==> src/k_nearest_heap_select_defines.svh <==
// assertion macros shared by the k-nearest selection rtl
// expects signals named clock and reset in the including module
`ifndef K_NEAREST_HEAP_SELECT_DEFINES_SVH
`define K_NEAREST_HEAP_SELECT_DEFINES_SVH

// property checked on every edge outside reset
`define KNHS_ASSERT(lbl, prop, msg) \
   lbl: assert property (@(posedge clock) disable iff (reset) prop) else $error(msg);

// consequent checked in the cycle after the antecedent
`define KNHS_ASSERT_NEXT(lbl, ante, cons, msg) \
   lbl: assert property (@(posedge clock) disable iff (reset) (ante) |=> (cons)) else $error(msg);

`endif

==> src/knhs_pkg.sv <==
// shared types and codes of the k-nearest selection block
// no dependencies
package knhs_pkg;

   localparam logic [1:0] REQ_OFFER = 2'd0;
   localparam logic [1:0] REQ_BEGIN = 2'd1;
   localparam logic [1:0] REQ_READ  = 2'd2;

   localparam logic CSR_KEEP_COUNT   = 1'b0;
   localparam logic CSR_SEARCH_LIMIT = 1'b1;

   localparam int DIST_BITS  = 32;
   localparam int ID_PORT    = 20;
   localparam int TOTAL_BITS = 7;

   typedef enum logic [2:0] {
      ST_IDLE,
      ST_APPEND,
      ST_EVSCAN,
      ST_EVWRITE,
      ST_STSCAN,
      ST_READSCAN,
      ST_EMIT
   } state_type;

endpackage

==> src/knhs_ram.sv <==
// generic single write, single read ram with registered read data
// no dependencies
module knhs_ram #(
   parameter int WIDTH = 52,
   parameter int DEPTH = 64
) (
   input  logic                                 clock,
   input  logic                                 wr_en,
   input  logic [(DEPTH > 1 ? $clog2(DEPTH) : 1)-1:0] wr_addr,
   input  logic [WIDTH-1:0]                     wr_data,
   input  logic                                 rd_en,
   input  logic [(DEPTH > 1 ? $clog2(DEPTH) : 1)-1:0] rd_addr,
   output logic [WIDTH-1:0]                     rd_data
);
   logic [WIDTH-1:0] mem_ff [DEPTH];

   always_ff @(posedge clock) begin
      if (wr_en) begin
         mem_ff[wr_addr] <= wr_data;
      end
      if (rd_en) begin
         rd_data <= mem_ff[rd_addr];
      end
   end
endmodule

==> src/k_nearest_heap_select.sv <==
// Keeps up to keep_count candidates (distance, id) of one search in a
// single-port-read memory; an offer into a full store replaces the farthest
// held entry. Every step scans the held entries through the one read port,
// one entry per cycle: an append is a write and a bound scan, a full offer
// an eviction scan, write and bound scan, a read-out one selection scan per
// emitted entry. Requests are stalled while a request is in work.
// depends on knhs_pkg, knhs_ram and k_nearest_heap_select_defines.svh
`include "k_nearest_heap_select_defines.svh"

module k_nearest_heap_select #(
   parameter int MAX_KEEP = 64,
   parameter int ID_BITS  = 20
) (
   input  logic        clock,
   input  logic        reset,
   input  logic        req_valid,
   output logic        req_stall,
   input  logic [1:0]  req_type,
   input  logic [19:0] req_candidate_id,
   input  logic [31:0] req_candidate_dist2,
   output logic        rsp_valid,
   input  logic        rsp_stall,
   output logic [31:0] rsp_bound_dist2,
   output logic        rsp_store_full,
   output logic [6:0]  rsp_kept_total,
   output logic        rsp_entry_valid,
   output logic [19:0] rsp_out_id,
   output logic [31:0] rsp_out_dist2,
   output logic        rsp_last,
   input  logic        csr_write_enable,
   input  logic        csr_index,
   input  logic [31:0] csr_write_data
);
   localparam int AW  = (MAX_KEEP > 1) ? $clog2(MAX_KEEP) : 1;
   localparam int CW  = $clog2(MAX_KEEP + 1);
   localparam int IDW = (ID_BITS < knhs_pkg::ID_PORT) ? ID_BITS : knhs_pkg::ID_PORT;
   localparam int DW  = knhs_pkg::DIST_BITS;
   localparam int EW  = DW + IDW;
   localparam int KW  = EW + AW;
   localparam logic [6:0] MAX7 = 7'(MAX_KEEP);

   knhs_pkg::state_type state_ff, state_in;

   logic [6:0]    keep_count_ff, keep_count_in;
   logic [DW-1:0] limit_ff, limit_in;
   logic [CW-1:0] held_ff, held_in;
   logic [CW-1:0] cnt_ff, cnt_in;
   logic [CW-1:0] out_cnt_ff, out_cnt_in;
   logic [1:0]    type_ff, type_in;
   logic [EW-1:0] cand_ff, cand_in;
   logic          rd_vld_ff;
   logic [AW-1:0] rd_slot_ff;
   logic          found_ff, found_in;
   logic [KW-1:0] best_ff, best_in;
   logic [KW-1:0] prev_ff, prev_in;
   logic [DW-1:0] bound_ff, bound_in;
   logic          full_ff, full_in;

   logic          rsp_valid_ff, rsp_valid_in;
   logic [DW-1:0] rsp_bound_ff, rsp_bound_in;
   logic          rsp_full_ff, rsp_full_in;
   logic [6:0]    rsp_total_ff, rsp_total_in;
   logic          rsp_entry_ff, rsp_entry_in;
   logic [19:0]   rsp_id_ff, rsp_id_in;
   logic [DW-1:0] rsp_dist_ff, rsp_dist_in;
   logic          rsp_last_ff, rsp_last_in;

   logic          req_accept, out_free, scan_state, scan_start, rd_issue, scan_done;
   logic          append_ok, full_now, job_read, emit_entry, emit_last;
   logic [6:0]    eff_keep, held7;
   logic          wr_en;
   logic [AW-1:0] wr_addr;
   logic [EW-1:0] wr_data, rd_data;
   logic [KW-1:0] rd_key;
   logic          better;

   knhs_ram #(.WIDTH(EW), .DEPTH(MAX_KEEP)) u_store (
      .clock   (clock),
      .wr_en   (wr_en),
      .wr_addr (wr_addr),
      .wr_data (wr_data),
      .rd_en   (rd_issue),
      .rd_addr (cnt_ff[AW-1:0]),
      .rd_data (rd_data)
   );

   assign req_stall  = (state_ff != knhs_pkg::ST_IDLE);
   assign req_accept = req_valid && !req_stall;
   assign out_free   = !rsp_valid_ff || !rsp_stall;
   assign eff_keep   = (keep_count_ff == 7'd0) ? 7'd1 :
                       (keep_count_ff > MAX7) ? MAX7 : keep_count_ff;
   assign held7      = 7'(held_ff);
   assign full_now   = held7 >= eff_keep;
   assign append_ok  = !full_now && (held7 < MAX7);
   assign job_read   = (type_ff == knhs_pkg::REQ_READ);
   assign emit_entry = job_read && (held_ff != '0);
   assign emit_last  = !emit_entry || (out_cnt_ff == held_ff - CW'(1));
   assign scan_state = (state_ff == knhs_pkg::ST_EVSCAN) ||
                       (state_ff == knhs_pkg::ST_STSCAN) ||
                       (state_ff == knhs_pkg::ST_READSCAN);
   assign rd_issue   = scan_state && (cnt_ff < held_ff);
   assign scan_done  = scan_state && !rd_issue && !rd_vld_ff;
   assign scan_start = ((state_in == knhs_pkg::ST_EVSCAN) ||
                        (state_in == knhs_pkg::ST_STSCAN) ||
                        (state_in == knhs_pkg::ST_READSCAN)) && (state_in != state_ff);
   assign rd_key     = {rd_data, rd_slot_ff};

   // next state
   always_comb begin
      state_in = state_ff;
      unique case (state_ff)
         knhs_pkg::ST_IDLE: begin
            if (req_accept) begin
               case (req_type) inside
                  knhs_pkg::REQ_OFFER: state_in = append_ok ? knhs_pkg::ST_APPEND
                                                            : knhs_pkg::ST_EVSCAN;
                  knhs_pkg::REQ_BEGIN, knhs_pkg::REQ_READ: state_in = knhs_pkg::ST_STSCAN;
                  default: state_in = knhs_pkg::ST_IDLE;
               endcase
            end
         end
         knhs_pkg::ST_APPEND:  state_in = knhs_pkg::ST_STSCAN;
         knhs_pkg::ST_EVSCAN:  if (scan_done) state_in = knhs_pkg::ST_EVWRITE;
         knhs_pkg::ST_EVWRITE: state_in = knhs_pkg::ST_STSCAN;
         knhs_pkg::ST_STSCAN: begin
            if (scan_done) begin
               state_in = emit_entry ? knhs_pkg::ST_READSCAN : knhs_pkg::ST_EMIT;
            end
         end
         knhs_pkg::ST_READSCAN: if (scan_done) state_in = knhs_pkg::ST_EMIT;
         knhs_pkg::ST_EMIT: begin
            if (out_free) begin
               state_in = (emit_entry && !emit_last) ? knhs_pkg::ST_READSCAN
                                                     : knhs_pkg::ST_IDLE;
            end
         end
         default: state_in = knhs_pkg::ST_IDLE;
      endcase
   end

   // scan compare
   always_comb begin
      if (state_ff == knhs_pkg::ST_READSCAN) begin
         better = ((out_cnt_ff == '0) || (rd_key > prev_ff)) &&
                  (!found_ff || (rd_key < best_ff));
      end else begin
         better = !found_ff || (best_ff[KW-1:AW] < rd_data);
      end
   end

   // datapath and outputs
   always_comb begin
      keep_count_in = keep_count_ff;
      limit_in      = limit_ff;
      held_in       = held_ff;
      cnt_in        = cnt_ff;
      out_cnt_in    = out_cnt_ff;
      type_in       = type_ff;
      cand_in       = cand_ff;
      found_in      = found_ff;
      best_in       = best_ff;
      prev_in       = prev_ff;
      bound_in      = bound_ff;
      full_in       = full_ff;
      wr_en         = 1'b0;
      wr_addr       = held_ff[AW-1:0];
      wr_data       = cand_ff;
      rsp_valid_in  = rsp_valid_ff && rsp_stall;
      rsp_bound_in  = rsp_bound_ff;
      rsp_full_in   = rsp_full_ff;
      rsp_total_in  = rsp_total_ff;
      rsp_entry_in  = rsp_entry_ff;
      rsp_id_in     = rsp_id_ff;
      rsp_dist_in   = rsp_dist_ff;
      rsp_last_in   = rsp_last_ff;

      if (csr_write_enable) begin
         unique case (csr_index)
            knhs_pkg::CSR_KEEP_COUNT:   keep_count_in = csr_write_data[6:0];
            knhs_pkg::CSR_SEARCH_LIMIT: limit_in = csr_write_data;
            default: ;
         endcase
      end

      if (req_accept) begin
         type_in = req_type;
         cand_in = {req_candidate_dist2, req_candidate_id[IDW-1:0]};
         if (req_type == knhs_pkg::REQ_BEGIN) begin
            held_in = '0;
         end
      end

      if (rd_issue) begin
         cnt_in = cnt_ff + CW'(1);
      end
      if (rd_vld_ff && better) begin
         found_in = 1'b1;
         best_in  = rd_key;
      end
      if (scan_start) begin
         cnt_in   = '0;
         found_in = 1'b0;
      end

      case (state_ff)
         knhs_pkg::ST_APPEND: begin
            wr_en   = 1'b1;
            held_in = held_ff + CW'(1);
         end
         knhs_pkg::ST_EVWRITE: begin
            wr_en   = 1'b1;
            wr_addr = best_ff[AW-1:0];
         end
         knhs_pkg::ST_STSCAN: begin
            if (scan_done) begin
               full_in    = full_now;
               bound_in   = (full_now && held_ff != '0) ? best_ff[KW-1:KW-DW] : limit_ff;
               out_cnt_in = '0;
            end
         end
         knhs_pkg::ST_EMIT: begin
            if (out_free) begin
               rsp_valid_in = 1'b1;
               rsp_bound_in = bound_ff;
               rsp_full_in  = full_ff;
               rsp_total_in = held7;
               rsp_entry_in = emit_entry;
               rsp_id_in    = emit_entry ? 20'(best_ff[AW+IDW-1:AW]) : 20'd0;
               rsp_dist_in  = emit_entry ? best_ff[KW-1:KW-DW] : '0;
               rsp_last_in  = emit_last;
               prev_in      = best_ff;
               out_cnt_in   = out_cnt_ff + CW'(1);
            end
         end
         default: ;
      endcase
   end

   always_ff @(posedge clock) begin
      if (reset) begin
         state_ff      <= knhs_pkg::ST_IDLE;
         keep_count_ff <= 7'd50;
         limit_ff      <= '1;
         held_ff       <= '0;
         rsp_valid_ff  <= 1'b0;
         rd_vld_ff     <= 1'b0;
      end else begin
         state_ff      <= state_in;
         keep_count_ff <= keep_count_in;
         limit_ff      <= limit_in;
         held_ff       <= held_in;
         rsp_valid_ff  <= rsp_valid_in;
         rd_vld_ff     <= rd_issue;
      end
   end

   always_ff @(posedge clock) begin
      cnt_ff       <= cnt_in;
      out_cnt_ff   <= out_cnt_in;
      type_ff      <= type_in;
      cand_ff      <= cand_in;
      rd_slot_ff   <= cnt_ff[AW-1:0];
      found_ff     <= found_in;
      best_ff      <= best_in;
      prev_ff      <= prev_in;
      bound_ff     <= bound_in;
      full_ff      <= full_in;
      rsp_bound_ff <= rsp_bound_in;
      rsp_full_ff  <= rsp_full_in;
      rsp_total_ff <= rsp_total_in;
      rsp_entry_ff <= rsp_entry_in;
      rsp_id_ff    <= rsp_id_in;
      rsp_dist_ff  <= rsp_dist_in;
      rsp_last_ff  <= rsp_last_in;
   end

   assign rsp_valid       = rsp_valid_ff;
   assign rsp_bound_dist2 = rsp_bound_ff;
   assign rsp_store_full  = rsp_full_ff;
   assign rsp_kept_total  = rsp_total_ff;
   assign rsp_entry_valid = rsp_entry_ff;
   assign rsp_out_id      = rsp_id_ff;
   assign rsp_out_dist2   = rsp_dist_ff;
   assign rsp_last        = rsp_last_ff;

   `KNHS_ASSERT(a_held_max, held_ff <= CW'(MAX_KEEP), "held count above capacity")
   `KNHS_ASSERT_NEXT(a_begin_clear, req_accept && req_type == knhs_pkg::REQ_BEGIN, held_ff == '0, "begin did not clear")
   `KNHS_ASSERT_NEXT(a_emit_only, state_ff != knhs_pkg::ST_EMIT, !$rose(rsp_valid_ff), "response outside emit")
   `KNHS_ASSERT(a_evict_found, state_ff != knhs_pkg::ST_EVWRITE || found_ff, "evict without victim")

endmodule
==> config.mk <==
export PLATFORM = sky130hd
export DESIGN_NAME = k_nearest_heap_select
export DESIGN_NICKNAME = d
export VERILOG_FILES = /design/src/knhs_pkg.sv /design/src/knhs_ram.sv /design/src/k_nearest_heap_select.sv
export VERILOG_INCLUDE_DIRS = /design/src /design/src/src
export SDC_FILE = /design/constraint.sdc
export NUM_CORES = 2
export LEC_CHECK = 0
export ABC_AREA = 0
export BUFFER_PORTS_ARGS = -buffer_cell sky130_fd_sc_hd__clkbuf_2
export CORE_UTILIZATION = 57
export DETAILED_ROUTE_END_ITERATION = 8
export MAX_ROUTING_LAYER = met4
export PLACE_DENSITY = 0.82
export SYNTH_ARGS = -nofsm -noshare
export SYNTH_HDL_FRONTEND = slang
export SYNTH_SLANG_ARGS = --single-unit
==> constraint.sdc <==
create_clock -name clock -period 9.35 [get_ports clock]
set_input_delay 0.4675 -clock clock [delete_from_list [all_inputs] [get_ports clock]]
set_output_delay 0.4675 -clock clock [all_outputs]
set_load 0.02 [all_outputs]
* After elaboration in Yosys (flattened, before gate mapping)
Memory sizes are Yosys's and may differ from the RTL's. A register that Yosys moved wholly into a read port is not among the register bits.
Index checks and enable logic that the tools add are counted.
** Operators by class
- $add $sub $neg :: 4
- $lt $le $gt $ge :: 7
- Eq/ne operators :: 16
- Muxes and demuxes :: 27
- Bitwise logic cells :: 1
- Reduce and logical (&&, ||, !) cells :: 47
** Operator list (count)
- > comparator 58 bit :: 1
- < comparator 58 bit :: 1
- < comparator 52 bit :: 1
- two-way mux 7 bit :: 7
- two-way mux 32 bit :: 1
- two-way mux 3 bit :: 8
- adder 7 x 1 -> 7 bit, second input constant :: 3
- case mux 3 bit (6 select lines) :: 1
- equality test 3 bit, second input constant :: 5
- zero test 7 bit :: 2
- case mux 7 bit (2 select lines) :: 1
- logical AND 1 bit :: 12
- AND reduction 2 bit :: 5
- equality test 3 x 2 -> 1 bit, second input constant :: 3
- zero test 1 bit :: 9
- logical OR 1 bit :: 9
- equality test 7 bit :: 1
- greater-or-equal comparator 7 bit :: 1
- > comparator 7 bit, second input constant :: 1
- < comparator 7 bit :: 1
- < comparator 7 bit, second input constant :: 1
- nonzero test 7 bit :: 1
- subtractor 7 x 1 -> 7 bit, second input constant :: 1
- two-way mux 1 bit :: 6
- 14 further kinds :: 20
** Storage, ports and cells
- Register bits after elaboration :: 369
- Memory bits (writable) :: 3328
- Output and inout bits :: 96
- Memories kept :: 1
** Memories
- u_store.mem_ff :: words 64, width 52, rd ports 1, clocked after Yosys merged registers in 1, write ports 1, RTL line knhs_ram.sv:15 : logic [WIDTH-1:0] mem_ff [DEPTH];

* Longest topological paths before layout
- Depth in word-level cells :: 14
- Depth in mapped cells :: 12

* Hierarchy
Synthesis repeated with hierarchy kept, for this count alone.
** Unflattened totals
- Cells, all modules :: 6790
- Area, all modules :: 144760.1 um2
** Modules (own cells, without submodules)
- knhs_ram :: instances 1, cells an instance 5410, area each 127444.7 um2
- k_nearest_heap_select :: instances 1, cells an instance 1380, area each 17315.4 um2

* Least setup slack after synthesis
OpenSTA, ideal clock, no wires.
- Path type :: flip-flop to flip-flop
- Start point :: reg state_ff[1]
- End point :: reg found_ff
- Library setup time :: 0.162 ns
- Arrival time :: 9.734 ns
- Data required time :: 9.188 ns
- Setup slack :: -0.546 ns
- Cell stages (with the launch flop) :: 7
- Buffers on the path :: 1
- Clock period less this slack :: 9.896 ns
- Path through :: dfxtp_1 -> clkbuf_1 -> nand3b_1 -> a21oi_1 -> a31oi_1 -> o211ai_1 -> a221oi_1
** On the way
- Word-level cells in the longest chain between the ends :: 13
- Elaborated cells on any way between the ends :: 32
- Those cells by class :: 10 x eq/ne; 7 x mux; 15 x reduce/logical
** Ends and longest elaborated chain
- start: declaration :: RTL line k_nearest_heap_select.sv:42 : knhs_pkg::state_type state_ff, state_in;
- start signal: assignment :: RTL line k_nearest_heap_select.sv:241 : state_ff <= knhs_pkg::ST_IDLE;
- start signal: assignment :: RTL line k_nearest_heap_select.sv:248 : state_ff <= state_in;
- equality test 3 x 2 -> 1 bit / equality test 3 bit (equally long branches) :: RTL line k_nearest_heap_select.sv:98, k_nearest_heap_select.sv:111, k_nearest_heap_select.sv:99
- logical OR 1 bit :: RTL line k_nearest_heap_select.sv:98 : assign scan_state = (state_ff == knhs_pkg::ST_EVSCAN) ||
- logical OR 1 bit :: RTL line k_nearest_heap_select.sv:99 : (state_ff == knhs_pkg::ST_STSCAN) ||
- logical AND 1 bit :: RTL line k_nearest_heap_select.sv:101 : assign rd_issue = scan_state && (cnt_ff < held_ff);
- zero test 1 bit :: RTL line k_nearest_heap_select.sv:102 : assign scan_done = scan_state && !rd_issue && !rd_vld_ff;
- logical AND 1 bit (2 in series) :: RTL line k_nearest_heap_select.sv:102
- two-way mux 3 bit, on equally long branches :: RTL line k_nearest_heap_select.sv:130, k_nearest_heap_select.sv:123, k_nearest_heap_select.sv:126
- case mux 3 bit (6 select lines) :: RTL line k_nearest_heap_select.sv:111 : unique case (state_ff)
- equality test 3 x 2 -> 1 bit / equality test 3 bit (equally long branches) :: RTL line k_nearest_heap_select.sv:103, k_nearest_heap_select.sv:104
- logical OR 1 bit :: RTL line k_nearest_heap_select.sv:103 : assign scan_start = ((state_in == knhs_pkg::ST_EVSCAN) ||
- logical OR 1 bit :: RTL line k_nearest_heap_select.sv:104 : (state_in == knhs_pkg::ST_STSCAN) ||
- logical AND 1 bit :: RTL line k_nearest_heap_select.sv:105 : (state_in == knhs_pkg::ST_READSCAN)) && (state_in != state_ff);
- end signal: assignment :: RTL line k_nearest_heap_select.sv:263 : found_ff <= found_in;
- end: declaration :: RTL line k_nearest_heap_select.sv:53 : logic found_ff, found_in;
Parallel ways exist; a longest one is shown, timed or not.
A chain may end at the register's enable or synchronous reset.

* Worst setup path after layout
- Start point :: reg state_ff[0]
- End point :: mem u_store.mem_ff[17][11] (enable)
** On the way
- Word-level cells in the longest chain between the ends :: 5
- Elaborated cells on any way between the ends :: 7
- Those cells by class :: 2 x eq/ne; 4 x mux; 1 x reduce/logical
** Ends and longest elaborated chain
- equality test 3 x 2 -> 1 bit / equality test 3 x 1 -> 1 bit (equally long branches) :: RTL line k_nearest_heap_select.sv:205 : case (state_ff)
- OR reduction 2 bit (no source line)
- two-way mux 1 bit :: RTL line k_nearest_heap_select.sv:205
- two-way mux 1 bit :: RTL line knhs_ram.sv:18 : if (wr_en) begin
- two-way mux 1 bit (implied by the code) :: RTL line knhs_ram.sv:19 : mem_ff[wr_addr] <= wr_data;
- end: declaration :: RTL line knhs_ram.sv:15
Parallel ways exist; a longest one is shown, timed or not.

==> flow_summary_export.csv <==
group,metric,value,unit
outcome,status,"complete, but fails checks",
outcome,violations,"design-rule violations, max-capacitance violations, max-slew violations",
final_layout,nets,7007,
timing,fin_ws,3.65,ns
yosys,yosysUniqueCellTypes,56,
floorplan,die_h,506,microns
timing,slew_headroom,-2.57,%
timing,setup_viol,0,
clock_tree,clk_path_buf_depth,4,
timing,tightest_slew,1.54,ns
setup_path,startpoint_type,"register",
detailed_routing,vias,77511,
pwr,power_frac_seq,49.1,%
final_layout,layout-drive-gt1-share,29.8,%
clock_tree,htree_levels,5,
timing,post-route-period-util,61.0,%
detailed_routing,routed_wl,454000,microns
pwr,p_switching,0.00953,W
final_layout,fillCellCount,14617,
setup_path,r2r_slack,3.65,ns
timing,hold_violations,0,
global_routing,grt_max_degree,155,
clock_tree,cts-root-buf,"clkbuf_16",
floorplan,io_pins,188,
floorplan,design.core.area,252000,sq um
global_routing,grt_pass1_wl,616000,microns
placed_design,dp_slack,4.52,ns
timing,rsz0062_at_grt,"no",
floorplan,die-area,256000,sq um
clock_tree,cts.repair.resized,0,
floorplan,rows,184,
global_routing,grt_util_all_layers,36.2,%
pwr,power.leakage,51.0,nW
pwr,p_int,0.0295,W
clock_tree,worstSkewPairLatency,1.01,ns
setup_path,cp_data_arrival_time,6.26,ns
timing,period_needed,5.70,ns
floorplan,chipWidth,506,microns
detailed_routing,avgViaCountPerCell,7.46,
global_routing,grt_overflow,0,
pwr,pwr-share-clk,38.9,%
setup_path,r2r_cells,6,
yosys,avgSynthCellArea,23.4,sq um
clock_tree,holdBufCountCts,87,
yosys,syn-num-nets,6465,
timing,slew_violations,102,
final_layout,multi_input_area,31500,sq um
timing,fin_skew,0.0921,ns
clock_tree,clk_pin_slew,0.06,ns
yosys,ys_warn_count,0,
worst_hold_path,min_to,"limit_ff[27]$_SDFFE_PP1P_",
setup_path,crit_required,9.90,ns
pwr,p_total,0.0390,W
placed_design,io_buffers,187,
global_routing,grt_pass1_vias,76757,
setup_path,r2r-start,"state_ff[0]$_SDFF_PP0_",
detailed_routing,drt_iter0_markers,15049,
timing,hold_ws,0.148,ns
yosys,synth_enable_flop_cells,3684,
clock_tree,cts_tree,"built",
detailed_routing,firstDrtPassIters,9,
placed_design,place_area,151000,sq um
placed_design,hpwl,215000,microns
floorplan,initial_core_util,57.5,%
global_routing,antenna_found_initial,19,
setup_path,cp-end-kind,"register",
pwr,switching_share,24.4,%
setup_path,crit_fanout,41,
worst_hold_path,whs_path_depth,4,
yosys,ys_dominant_reg_cell,"edfxtp_1",
setup_path,critPathKind,"reg -> reg",
detailed_routing,drc,10,
clock_tree,clock_sinks,3749,
worst_hold_path,min-delay-path-class,"in -> reg",
worst_hold_path,hp-start,"csr_index",
pwr,peakVddDrop,0.224,mV
pwr,combPwrFrac,12.1,%
yosys,ys_seq_elements,3749,
detailed_routing,wl_per_cell,43.6,microns
yosys,syn_area,145000,sq um
pwr,power.density,239,nW/um^2
job,maxCapViolCount,2,
clock_tree,post-cts-setup-buffers,0,
final_layout,fin_area,163000,sq um
final_layout,seq_area,112000,sq um
yosys,synthCells,6186,
setup_path,reg2reg_to,"u_store.mem_ff[17][11]$_DFFE_PP_",
detailed_routing,ant_nets,0,
clock_tree,numCtsBuffers,372,
timing,tns,0,ns
timing,max_freq,175,MHz
yosys,ys_seq_area_share,77.3,%
final_layout,area_growth,12.9,%
placed_design,gp_congestion,0.897,
yosys,synthArstFlopShare,0,%
## Yosys cell counts, types with 3 or more instances
library cell | number | area [sq um]
nor2_1 | 172 | 646
a31oi_1 | 8 | 50.1
mux2_2 | 33 | 372
nand3_1 | 23 | 115
nor3_1 | 10 | 50.1
nand2_1 | 61 | 229
xnor2_1 | 15 | 131
o31ai_1 | 8 | 60.1
edfxtp_1 | 3684 | 111000
nand4_1 | 26 | 163
o211ai_1 | 11 | 82.6
a22oi_1 | 3 | 22.5
o21ai_0 | 29 | 145
clkbuf_1 | 176 | 661
or2_2 | 4 | 25.0
nand2b_1 | 9 | 56.3
xor2_1 | 8 | 70.1
nor2b_1 | 13 | 81.3
and3_1 | 37 | 231
and2_1 | 5 | 31.3
and4_1 | 4 | 35.0
inv_1 | 188 | 706
mux2i_1 | 5 | 50.1
a211oi_1 | 16 | 120
nor4_1 | 6 | 37.5
ha_1 | 187 | 2340
mux4_2 | 1092 | 24600
a21oi_1 | 65 | 325
dfxtp_1 | 65 | 1300
buf_2 | 55 | 275
o2111ai_1 | 8 | 70.1
a21o_1 | 34 | 255
a211o_1 | 37 | 324
o21a_1 | 12 | 90.1
buf_1 | 48 | 180
## metal layers
metal | global-route usage [%] | vias up | wire length, microns
li1 | - | 27346 | -
met3 | 10.4 | 1943 | 64600
met1 | 43.4 | 39467 | 140000
met5 | - | - | 0
met2 | 55.2 | 8755 | 214000
met4 | 21.3 | 0 | 35400
## critical path: stages (launching register included)
cell     delay [ns]
dfxtp_1        0.69
nor2b_1        0.47
nand2_1        0.57
o31ai_1        0.69
nand2_1        0.80
nor2_4         0.87
buf_4          1.09
## cells by family (layout without fill, tap and decap cells)
group	after synthesis	count (layout)	synth area share [%]
compound gates	247	247	1.16
xor+xnor	23	23	0.139
mux	1130	1130	17.3
other cells	0	35	0
fa+ha+maj	187	187	1.62
flops	3749	3749	77.3
buf+inv	471	1299	1.28
simple gates	379	379	1.23
## placed cells by master, fill, tap and decap left out, types with 16 or more instances in the layout
cell / count
a211o_1: 37
a211oi_1: 16
a21o_1: 34
a21oi_1: 64
and3_1: 37
buf_4: 164
bufinv_16: 34
clkbuf_1: 78
clkbuf_16: 376
clkbuf_2: 187
clkinv_1: 66
clkinv_2: 68
dfxtp_1: 59
diode_2: 35
dlygate4sd3_1: 87
edfxtp_1: 3684
ha_1: 187
inv_1: 187
mux2_2: 33
mux4_2: 1092
nand2_1: 61
nand3_1: 23
nand4_1: 26
nor2_1: 107
nor2_4: 65
o21ai_0: 29
## cell type report
| class | count | share of cell area, % |
|---|---|---|
| Clock inverter | 201 | 1.18 |
| Antenna cell | 35 | 0.0536 |
| Multi-Input combinational cell | 1966 | 19.3 |
| Clock buffer | 459 | 5.98 |
| Timing Repair Buffer | 450 | 2.01 |
| Tap cell | 3348 | 2.56 |
| Inverter | 189 | 0.435 |
| Sequential cell | 3749 | 68.5 |
## stage by stage
stage	utilization, %	cells
4_1_cts	64.9	10362
6_report	64.9	10397
2_1_floorplan	-	6186
3_3_place_gp	59.9	9615
5_1_grt	64.9	10391
3_5_place_dp	59.9	9615
## sequential cells by signal, indices dropped and copies added, names as in the netlist, 20 cells and up
register and count:
u_store.mem_ff 3328, rsp_out_id 20, prev_ff 58, rsp_out_dist2 32, bound_ff 32, limit_ff 32, best_ff 58, cand_ff 52
rsp_bound_dist2 32, u_store.rd_data 52
## worst max path at each step
stage                                      start                          endpoint  slack [ns]  cells past startpoint
after floorplan                        req_valid             found_ff$_SDFFE_PP0P_        1.49                      7
after global placement    cnt_ff[0]$_SDFFE_PP0P_     u_store.rd_data[46]$_DFFE_PP_        4.69                      5
after detailed placement  cnt_ff[0]$_SDFFE_PP0P_     u_store.rd_data[48]$_DFFE_PP_        4.52                      5
after CTS                 state_ff[0]$_SDFF_PP0_  u_store.mem_ff[16][10]$_DFFE_PP_        4.08                      6
after global routing      state_ff[0]$_SDFF_PP0_  u_store.mem_ff[17][11]$_DFFE_PP_        3.76                      6
final                     state_ff[0]$_SDFF_PP0_  u_store.mem_ff[17][11]$_DFFE_PP_        3.65                      6
## power by group through the flow
stage	clock network, W	registers, W	logic [W]
CTS	0.0151	0.0191	0.00467
detailed placement	0	0.0195	0.00445
global route	0.0157	0.0191	0.00487
finish	0.0152	0.0191	0.00472
floorplan	0	0.0197	0.00298
global placement	0	0.0195	0.00423
No activity file was read; power rests on OpenSTA's default activity.
